File: src/hw/rtl/fpr_pkg.sv
// ----------------------------------------------------------------------------
// fpr_pkg: shared types and constants for the framed packet receiver
// Result layout, configuration set, store write request and phase codes.
// ----------------------------------------------------------------------------
package fpr_pkg;

  // Deframer phases
  localparam logic [2:0] PH_IDLE = 3'd0;
  localparam logic [2:0] PH_LEN  = 3'd1;
  localparam logic [2:0] PH_PAY  = 3'd2;
  localparam logic [2:0] PH_CHK  = 3'd3;
  localparam logic [2:0] PH_END  = 3'd4;

  // Reply kinds
  localparam logic [1:0] REPLY_NONE = 2'd0;
  localparam logic [1:0] REPLY_ACK  = 2'd1;
  localparam logic [1:0] REPLY_NAK  = 2'd2;

  // Configuration register indexes
  localparam logic [1:0] CFG_START = 2'd0;
  localparam logic [1:0] CFG_END   = 2'd1;
  localparam logic [1:0] CFG_ACK   = 2'd2;
  localparam logic [1:0] CFG_NAK   = 2'd3;

  // Configuration reset values
  localparam logic [7:0] START_RST = 8'd2;
  localparam logic [7:0] END_RST   = 8'd3;
  localparam logic [7:0] ACK_RST   = 8'd6;
  localparam logic [7:0] NAK_RST   = 8'd21;

  typedef struct packed {
    logic [7:0] start_byte;
    logic [7:0] end_byte;
    logic [7:0] ack_byte;
    logic [7:0] nak_byte;
  } cfg_t;

  typedef struct packed {
    logic [1:0] reply_kind;
    logic [7:0] reply_byte;
    logic       payload_valid;
    logic [7:0] payload_byte;
    logic [7:0] payload_index;
    logic       packet_done;
  } result_t;

  typedef struct packed {
    logic       en;
    logic [7:0] addr;
    logic [7:0] data;
  } store_wr_t;

endpackage

File: src/hw/rtl/fpr_in_if.sv
// ----------------------------------------------------------------------------
// fpr_in_if: received byte channel
// Valid/ready channel carrying one link byte per transaction.
// ----------------------------------------------------------------------------
interface fpr_in_if;
  logic       valid;
  logic       ready;
  logic [7:0] rx_byte;

  modport source (output valid, output rx_byte, input ready);
  modport sink   (input valid, input rx_byte, output ready);
endinterface

File: src/hw/rtl/fpr_out_if.sv
// ----------------------------------------------------------------------------
// fpr_out_if: receiver result channel
// Valid/ready channel carrying reply, payload echo and completion flag.
// ----------------------------------------------------------------------------
interface fpr_out_if;
  logic       valid;
  logic       ready;
  logic [1:0] reply_kind;
  logic [7:0] reply_byte;
  logic       payload_valid;
  logic [7:0] payload_byte;
  logic [7:0] payload_index;
  logic       packet_done;

  modport source (output valid, output reply_kind, output reply_byte,
                  output payload_valid, output payload_byte,
                  output payload_index, output packet_done, input ready);
  modport sink   (input valid, input reply_kind, input reply_byte,
                  input payload_valid, input payload_byte,
                  input payload_index, input packet_done, output ready);
endinterface

File: src/hw/rtl/fpr_deframer.sv
// ----------------------------------------------------------------------------
// fpr_deframer: packet framing state machine
// Tracks phase, length, position and checksum; builds one result per byte.
// ----------------------------------------------------------------------------
module fpr_deframer (
  input  logic               clk,
  input  logic               rst_n,
  input  logic               accept,
  input  logic [7:0]         rx_byte,
  input  fpr_pkg::cfg_t      cfg,
  output fpr_pkg::result_t   result,
  output fpr_pkg::store_wr_t store_wr
);

  logic [2:0] phase_r, phase_nxt;
  logic [7:0] check_r, check_nxt;
  logic [7:0] len_r, len_nxt;
  logic [7:0] pos_r, pos_nxt;
  logic [7:0] rx_check_r, rx_check_nxt;
  logic       done_r, done_nxt;
  logic [7:0] pos_inc;

  assign pos_inc = pos_r + 8'd1;

  always_comb begin
    phase_nxt    = phase_r;
    check_nxt    = check_r;
    len_nxt      = len_r;
    pos_nxt      = pos_r;
    rx_check_nxt = rx_check_r;
    done_nxt     = done_r;
    result       = '0;
    store_wr     = '0;
    unique case (phase_r)
      fpr_pkg::PH_LEN: begin
        len_nxt   = rx_byte;
        check_nxt = check_r ^ rx_byte;
        pos_nxt   = 8'd0;
        phase_nxt = (rx_byte != 8'd0) ? fpr_pkg::PH_PAY : fpr_pkg::PH_CHK;
      end
      fpr_pkg::PH_PAY: begin
        result.payload_valid = 1'b1;
        result.payload_byte  = rx_byte;
        result.payload_index = pos_r;
        store_wr.en   = 1'b1;
        store_wr.addr = pos_r;
        store_wr.data = rx_byte;
        check_nxt = check_r ^ rx_byte;
        pos_nxt   = pos_inc;
        if (pos_inc == len_r) begin
          phase_nxt = fpr_pkg::PH_CHK;
        end
      end
      fpr_pkg::PH_CHK: begin
        rx_check_nxt = rx_byte;
        phase_nxt    = fpr_pkg::PH_END;
      end
      fpr_pkg::PH_END: begin
        if (rx_byte == cfg.end_byte) begin
          if (rx_check_r == check_r) begin
            done_nxt          = 1'b1;
            result.reply_kind = fpr_pkg::REPLY_ACK;
            result.reply_byte = cfg.ack_byte;
          end else begin
            result.reply_kind = fpr_pkg::REPLY_NAK;
            result.reply_byte = cfg.nak_byte;
          end
        end
        phase_nxt = fpr_pkg::PH_IDLE;
      end
      default: begin
        // unused phase codes behave as idle
        if (rx_byte == cfg.start_byte) begin
          check_nxt = cfg.start_byte;
          phase_nxt = fpr_pkg::PH_LEN;
        end else begin
          phase_nxt = fpr_pkg::PH_IDLE;
        end
      end
    endcase
    result.packet_done = done_nxt;
    store_wr.en = store_wr.en & accept;
  end

  always_ff @(posedge clk) begin
    if (!rst_n) begin
      phase_r    <= fpr_pkg::PH_IDLE;
      check_r    <= 8'd0;
      len_r      <= 8'd0;
      pos_r      <= 8'd0;
      rx_check_r <= 8'd0;
      done_r     <= 1'b0;
    end else if (accept) begin
      phase_r    <= phase_nxt;
      check_r    <= check_nxt;
      len_r      <= len_nxt;
      pos_r      <= pos_nxt;
      rx_check_r <= rx_check_nxt;
      done_r     <= done_nxt;
    end
  end

endmodule

File: src/hw/rtl/framed_packet_receiver.sv
// ----------------------------------------------------------------------------
// framed_packet_receiver: start/end framed packet receiver with XOR checksum
// Each result is registered in the output register, or in the skid entry
// while the sink stalls. Throughput: one byte per cycle while the skid entry
// is free; a two-entry output stage keeps input open while one result waits.
// Reset: synchronous, active low; clears framing state, sticky flag and output
// stage, loads marker defaults. The payload store is not cleared.
// ----------------------------------------------------------------------------
module framed_packet_receiver #(
  parameter int PAYLOAD_DEPTH = 256
) (
  input  logic          clk,
  input  logic          rst_n,
  fpr_in_if.sink        in_rx,
  fpr_out_if.source     out_res,
  input  logic          cfg_we,
  input  logic [1:0]    cfg_idx,
  input  logic [7:0]    cfg_data
);

  localparam int AW = (PAYLOAD_DEPTH > 1) ? $clog2(PAYLOAD_DEPTH) : 1;

  fpr_pkg::cfg_t      cfg_r;
  fpr_pkg::result_t   result;
  fpr_pkg::store_wr_t store_wr;
  fpr_pkg::result_t   out_r, skid_r;
  logic               out_valid_r, skid_valid_r;
  logic               accept, out_fire;
  logic [7:0]         store_mem [PAYLOAD_DEPTH];

  assign in_rx.ready = !skid_valid_r;
  assign accept      = in_rx.valid && in_rx.ready;
  assign out_fire    = out_valid_r && out_res.ready;

  // configuration registers
  always_ff @(posedge clk) begin
    if (!rst_n) begin
      cfg_r.start_byte <= fpr_pkg::START_RST;
      cfg_r.end_byte   <= fpr_pkg::END_RST;
      cfg_r.ack_byte   <= fpr_pkg::ACK_RST;
      cfg_r.nak_byte   <= fpr_pkg::NAK_RST;
    end else if (cfg_we) begin
      unique case (cfg_idx)
        fpr_pkg::CFG_START: cfg_r.start_byte <= cfg_data;
        fpr_pkg::CFG_END:   cfg_r.end_byte   <= cfg_data;
        fpr_pkg::CFG_ACK:   cfg_r.ack_byte   <= cfg_data;
        fpr_pkg::CFG_NAK:   cfg_r.nak_byte   <= cfg_data;
        default: ;
      endcase
    end
  end

  fpr_deframer u_deframer (
    .clk      (clk),
    .rst_n    (rst_n),
    .accept   (accept),
    .rx_byte  (in_rx.rx_byte),
    .cfg      (cfg_r),
    .result   (result),
    .store_wr (store_wr)
  );

  // drop payload bytes beyond the store
  always_ff @(posedge clk) begin
    if (store_wr.en && ({1'b0, store_wr.addr} < 9'(PAYLOAD_DEPTH))) begin
      store_mem[store_wr.addr[AW-1:0]] <= store_wr.data;
    end
  end

  // output register with skid entry
  always_ff @(posedge clk) begin
    if (!rst_n) begin
      out_valid_r  <= 1'b0;
      skid_valid_r <= 1'b0;
    end else if (!out_valid_r || out_fire) begin
      out_valid_r  <= skid_valid_r || accept;
      skid_valid_r <= 1'b0;
    end else if (accept) begin
      skid_valid_r <= 1'b1;
    end
  end

  always_ff @(posedge clk) begin
    if (!out_valid_r || out_fire) begin
      out_r <= skid_valid_r ? skid_r : result;
    end else if (accept) begin
      skid_r <= result;
    end
  end

  assign out_res.valid         = out_valid_r;
  assign out_res.reply_kind    = out_r.reply_kind;
  assign out_res.reply_byte    = out_r.reply_byte;
  assign out_res.payload_valid = out_r.payload_valid;
  assign out_res.payload_byte  = out_r.payload_byte;
  assign out_res.payload_index = out_r.payload_index;
  assign out_res.packet_done   = out_r.packet_done;

endmodule
File: src/flat_wrapper.sv
// flat-port wrapper written by rule: the top's interface ports become plain ports
module framed_packet_receiver_flat 
#(
  parameter int PAYLOAD_DEPTH = 256
)
  (clk, rst_n, cfg_we, cfg_idx, cfg_data, in_rx_valid, in_rx_rx_byte, in_rx_ready, out_res_valid, out_res_reply_kind, out_res_reply_byte, out_res_payload_valid, out_res_payload_byte, out_res_payload_index, out_res_packet_done, out_res_ready);
  fpr_in_if in_rx_i ();
  fpr_out_if out_res_i ();
  input  logic clk;
  input  logic rst_n;
  input  logic cfg_we;
  input  logic [1:0] cfg_idx;
  input  logic [7:0] cfg_data;
  input wire logic [$bits(in_rx_i.valid)-1:0] in_rx_valid;
  input wire logic [$bits(in_rx_i.rx_byte)-1:0] in_rx_rx_byte;
  output wire logic [$bits(in_rx_i.ready)-1:0] in_rx_ready;
  output wire logic [$bits(out_res_i.valid)-1:0] out_res_valid;
  output wire logic [$bits(out_res_i.reply_kind)-1:0] out_res_reply_kind;
  output wire logic [$bits(out_res_i.reply_byte)-1:0] out_res_reply_byte;
  output wire logic [$bits(out_res_i.payload_valid)-1:0] out_res_payload_valid;
  output wire logic [$bits(out_res_i.payload_byte)-1:0] out_res_payload_byte;
  output wire logic [$bits(out_res_i.payload_index)-1:0] out_res_payload_index;
  output wire logic [$bits(out_res_i.packet_done)-1:0] out_res_packet_done;
  input wire logic [$bits(out_res_i.ready)-1:0] out_res_ready;
  assign in_rx_i.valid = in_rx_valid;
  assign in_rx_i.rx_byte = in_rx_rx_byte;
  assign in_rx_ready = in_rx_i.ready;
  assign out_res_valid = out_res_i.valid;
  assign out_res_reply_kind = out_res_i.reply_kind;
  assign out_res_reply_byte = out_res_i.reply_byte;
  assign out_res_payload_valid = out_res_i.payload_valid;
  assign out_res_payload_byte = out_res_i.payload_byte;
  assign out_res_payload_index = out_res_i.payload_index;
  assign out_res_packet_done = out_res_i.packet_done;
  assign out_res_i.ready = out_res_ready;
  framed_packet_receiver #(.PAYLOAD_DEPTH(PAYLOAD_DEPTH)) u_core (.clk(clk), .rst_n(rst_n), .in_rx(in_rx_i), .out_res(out_res_i), .cfg_we(cfg_we), .cfg_idx(cfg_idx), .cfg_data(cfg_data));
endmodule
File: config.mk
export PLATFORM = sky130hd
export DESIGN_NAME = framed_packet_receiver_flat
export DESIGN_NICKNAME = d
export VERILOG_FILES = /design/src/hw/rtl/fpr_pkg.sv /design/src/hw/rtl/fpr_in_if.sv /design/src/hw/rtl/fpr_out_if.sv /design/src/hw/rtl/fpr_deframer.sv /design/src/hw/rtl/framed_packet_receiver.sv /design/src/flat_wrapper.sv
export SDC_FILE = /design/constraint.sdc
export NUM_CORES = 1
export LEC_CHECK = 0
export BUFFER_PORTS_ARGS = -buffer_cell sky130_fd_sc_hd__buf_2
export CAP_MARGIN = 20
export CORE_ASPECT_RATIO = 0.5
export CORE_UTILIZATION = 40
export DETAILED_ROUTE_END_ITERATION = 6
export HOLD_SLACK_MARGIN = 0.05
export PLACE_DENSITY = 0.65
export SLEW_MARGIN = 20
export SYNTH_ARGS = -nofsm -noshare
export SYNTH_HDL_FRONTEND = slang
export SYNTH_HIERARCHICAL = 1
export SYNTH_SLANG_ARGS = --single-unit
export TNS_END_PERCENT = 20
File: constraint.sdc
create_clock -name clk -period 7.5 [get_ports clk]
set_clock_uncertainty 0.05 [all_clocks]
set_input_delay 1.5 -clock clk [delete_from_list [all_inputs] [get_ports clk]]
set_output_delay 1.5 -clock clk [all_outputs]
set_load 0.005 [all_outputs]
* After elaboration in Yosys (flattened, before gate mapping)
Cells that the tools add are included.
** Word-level totals
- Register bits after elaboration :: 126
- Bits of input ports :: 23
- Output and inout port bits :: 30
- Word-level logic and storage cells :: 79
** Operators by class
- Add/sub/neg operators :: 1
- Eq/ne operators :: 12
- Muxes and demuxes :: 15
- Bitwise gates (word level) :: 4
- Reductions and logical operators :: 23
** Operator list (count)
- == test 8 bit :: 4
- one-hot mux 8 bit (2 select lines) :: 2
- 2-to-1 mux 10 bit :: 3
- 2-to-1 mux 28 bit :: 1
- AND reduction 2 bit :: 9
- 2-to-1 mux 17 bit :: 1
- one-hot mux 3 bit (4 select lines) :: 1
- adder 8 x 1 -> 8 bit, second input constant :: 1
- 2-to-1 mux 8 bit :: 1
- nonzero test 8 bit :: 1
- XOR 8 bit :: 1
- == test 3 x 2 -> 1 bit, second input constant :: 2
- OR reduction 2 bit :: 3
- 2-to-1 mux 1 bit :: 5
- == test 2 bit, second input constant :: 2
- nonzero test 2 bit :: 2
- == test 3 x 1 -> 1 bit, second input constant :: 1
- == test 3 bit, second input constant :: 1
- 2-to-1 mux 3 bit :: 1
- inverter 1 bit :: 3
- AND reduction 3 bit :: 1
- == test 2 x 1 -> 1 bit, second input constant :: 1
- logical AND 1 bit :: 2
- zero test 1 bit :: 2
- 3 further kinds :: 4

* Longest topological paths before layout
- Depth after elaboration :: 5
- Gate-level depth with buffers :: 10
- Depth with buffers taken out :: 7

* Modules after synthesis
The synthesis kept the hierarchy.
** By module, submodules not included
- framed_packet_receiver :: times used 1, cells an instance 218, area each 3384.5 µm², seq. area each 2362.3 µm²
- fpr_deframer :: times used 1, cells an instance 336, area each 2556.2 µm², seq. area each 720.7 µm²

* Worst setup path before layout
Ideal clock, no wire load.
- Kind :: input -> register
- Start :: input port out_res_ready
- End :: register u_core/skid_r[0] (netlist name), enable pin
- Library setup time :: 0.454 ns
- Data arrival time :: 4.423 ns
- Data required time :: 6.996 ns
- Slack :: 2.573 ns
- Stages on the path :: 2
- Path buffers :: 0
- Cells stage by stage :: nand2b_1 -> nor3b_1
** On the way
- Longest elaborated chain between the ends :: 4
** Ends and longest elaborated chain
- from (decl) :: line flat_wrapper.sv:24 : input wire logic [$bits(out_res_i.ready)-1:0] out_res_ready;
- logical AND 1 bit :: line framed_packet_receiver.sv:33 : assign out_fire = out_valid_r && out_res.ready;
- logical OR 1 bit :: line framed_packet_receiver.sv:84 : if (!out_valid_r || out_fire) begin
- inverter 1 bit (no line)
- AND reduction 2 bit (no line)
- to (signal assigned) :: line framed_packet_receiver.sv:87 : skid_r <= result;
- to (decl) :: line framed_packet_receiver.sv:26 : fpr_pkg::result_t out_r, skid_r;
No other way between the ends.
A chain may end at the register's enable or synchronous reset.

* Final worst setup path
- Start :: input port rst_n
- End :: register u_core.u_deframer.check_r[5]
** RTL lines
- from (decl) :: line flat_wrapper.sv:10 : input logic rst_n;
- to (signal assigned) :: line fpr_deframer.sv:95 : check_r <= check_nxt;
- to (decl) :: line fpr_deframer.sv:16 : logic [7:0] check_r, check_nxt;
No word-level cell between the ends.

==> run metrics <==
status finished clean; number of max-cap violations 0; core area 0.0139 mm²; fin. max-slew vios 0; Worst-path clk slew around 0.05 ns; mean post-synth cell area 10.8 µm²; first-pass GRT wire length 19.8 mm; Total Wirelength 12.1 mm; Rows 30; final hold vios 0; cts repair resizes 0; Mapped Area slightly below 0.006 mm²; layout cell share with drive strength beyond 1 around 22%; nature of the critical path startpoint primary input; Post-Syn Instances 538; starting DRC count in detailed routing 305; largest net degree at the start of global routing 56; Crit path required time 7.75 ns; Area Overhead vs Synth 15.2%; worst reg2reg path depth 6; Worst Path Arrival between 3 and 4 ns; hold slack 0.409 ns; Final setup viols 0; CTS Root Cell clkbuf_16; initial antenna violation count 0; R2R setup slack 4.66 ns; Yosys warning total 6; fmax about 290 MHz; CTS tree built; vias in the first global route 3759; Tightest Hold Check Type reg2reg; Post-CTS Setup Bufs 0; Initial Utilization 41.9%; Final Instance Area about 0.0067 mm²; leakage 2.61 nW; RSZ-0062 raised after global routing false; WP buf/inv 2; die area 0.0151 mm²; IO buf count between 50 and 60; WP depth 3; HP Start u_core/cfg_r[5]$_SDFFE_PN0P_; Slowest cell on crit path clkinv_1; Net Count, Synth 562; vias per inst 5.10; clock buffer depth 2; Pwr Density 249 mW/mm²; cell family with most CP delay buffers and inverters; IO Pins 53; Slew Limit Headroom 32.6%; wire per inst 15.5 µm; CP Cell Sequence buf_2 > clkinv_1 > o31ai_1; R2R Path End u_core/u_deframer/check_r[5]$_SDFFE_PN0P_; DP HPWL 8.08 mm; CTS H-tree lvls 4; Die H a little under 90 µm; via count 3985; Max FO, Critical Path 55; Die Wd 173 µm; clk sinks 126; r2r startpoint u_core/skid_valid_r$_SDFFE_PP0P_; worst skew pair latency 0.41 ns; final core occ approximately 48%; Total Routing Usage GR between 10% and 20%; # diodes 0; Peak supply drop between 0.0001 and 0.00015 V; DRC 0; worst hold path stage count 2; CTS Hold Buffers Added 0; WHS Endpoint u_core/cfg_r[5]$_SDFFE_PN0P_; Least-Margin Pin Slew 1.01 ns; filler cell count 1283; Final #Nets 600; Final GP Congestion 0.828; Register Area between 0.003 and 0.004 mm²; placed instance area just over 0.006 mm²; Setup crit end kind flip-flop; Initial DRT Pass Iterations 5; Num CTS Buffers 17; total gr overflow 0; ANT nets after route 0; CP Class in2reg; max incr delay on CP 1.06 ns; Setup Total Neg Slack 0 ns; footprint of the multi-input gates 0.00247 mm²; Final Cycle Share 46.3%; crit path time final ~3.5 ns
## state kept, by name (all words and copies together), names as in the netlist, 2 cells and up
name / cells
u_core/cfg_r: 32
u_core/out_res.payload_byte: 8
u_core/out_res.payload_index: 8
u_core/out_res.reply_byte: 8
u_core/out_res.reply_kind: 2
u_core/skid_r: 28
u_core/u_deframer/check_r: 8
u_core/u_deframer/len_r: 8
u_core/u_deframer/phase_r: 3
u_core/u_deframer/pos_r: 8
u_core/u_deframer/rx_check_r: 8
## metal layers
metal / wire, µm / global-route usage, % / part of all wire, %
met1: 6220 / 23.0 / 51
met2: 5360 / 25.8 / 44
met3: 437 / 3.93 / 3.6
met4: 112 / 6.49 / 0.92
met5: 0 / 0 / 0
## worst register-to-register path, stage by stage, from the launching register on
cell and delay, ns:
dfxtp_1 0.30, buf_4 0.26, nor2b_1 0.64, inv_1 0.15, a31oi_1 0.51, or3b_1 0.55
o31ai_1 0.28
## report_power, final
part,switching (W),internal (W),leakage [nW]
combinational,0.0000766,0.0000507,1.16
clock,0.000299,0.000492,0.283
sequential,0.0000124,0.000738,1.16
total,0.000388,0.00128,2.61
## area by class of cell
type	count	share of cell area, %
clock buffer	23	7.26
clock inverter	9	1.31
inverter	9	0.504
multi-input combinational	364	36.8
sequential	126	46.0
tap	192	3.58
timing repair buffer	58	4.55
## through the flow
stage / total power [W] / std cells / setup slack (ns)
after CTS: 0.00168 / 781 / 4.03
after detailed placement: 0.000892 / 749 / 3.62
after global routing: 0.00173 / 781 / 3.74
after global placement: 0.000889 / 749 / 3.68
final: 0.00167 / 781 / 4.03
after floorplan: 0.000854 / 538 / 2.57
## worst max-delay path by stage
| stage | from | to | slack [ns] |
|---|---|---|---|
| final | rst_n | u_core/u_deframer/check_r[5]$_SDFFE_PN0P_ | 4.03 |
| after global routing | rst_n | u_core/u_deframer/check_r[0]$_SDFFE_PN0P_ | 3.74 |
| after CTS | rst_n | u_core/u_deframer/check_r[5]$_SDFFE_PN0P_ | 4.03 |
| after floorplan | out_res_ready | u_core/skid_r[0]$_DFFE_PP_ | 2.57 |
| after global placement | rst_n | u_core/u_deframer/check_r[3]$_SDFFE_PN0P_ | 3.68 |
| after detailed placement | rst_n | u_core/u_deframer/check_r[5]$_SDFFE_PN0P_ | 3.62 |
## placed cells by master, fill, tap and decap left out, types with 10 or more instances in the layout
master / instances
nand2_1: 69
dfxtp_1: 70
nor2b_1: 13
o21ai_0: 15
mux2_2: 27
nand4_1: 10
mux2i_1: 40
clkbuf_16: 18
xnor2_1: 27
nor2_1: 26
a21oi_1: 36
and2_1: 15
edfxtp_1: 56
nor3b_1: 10
buf_2: 52
Note: power is estimated with default switching activity, not from simulation.
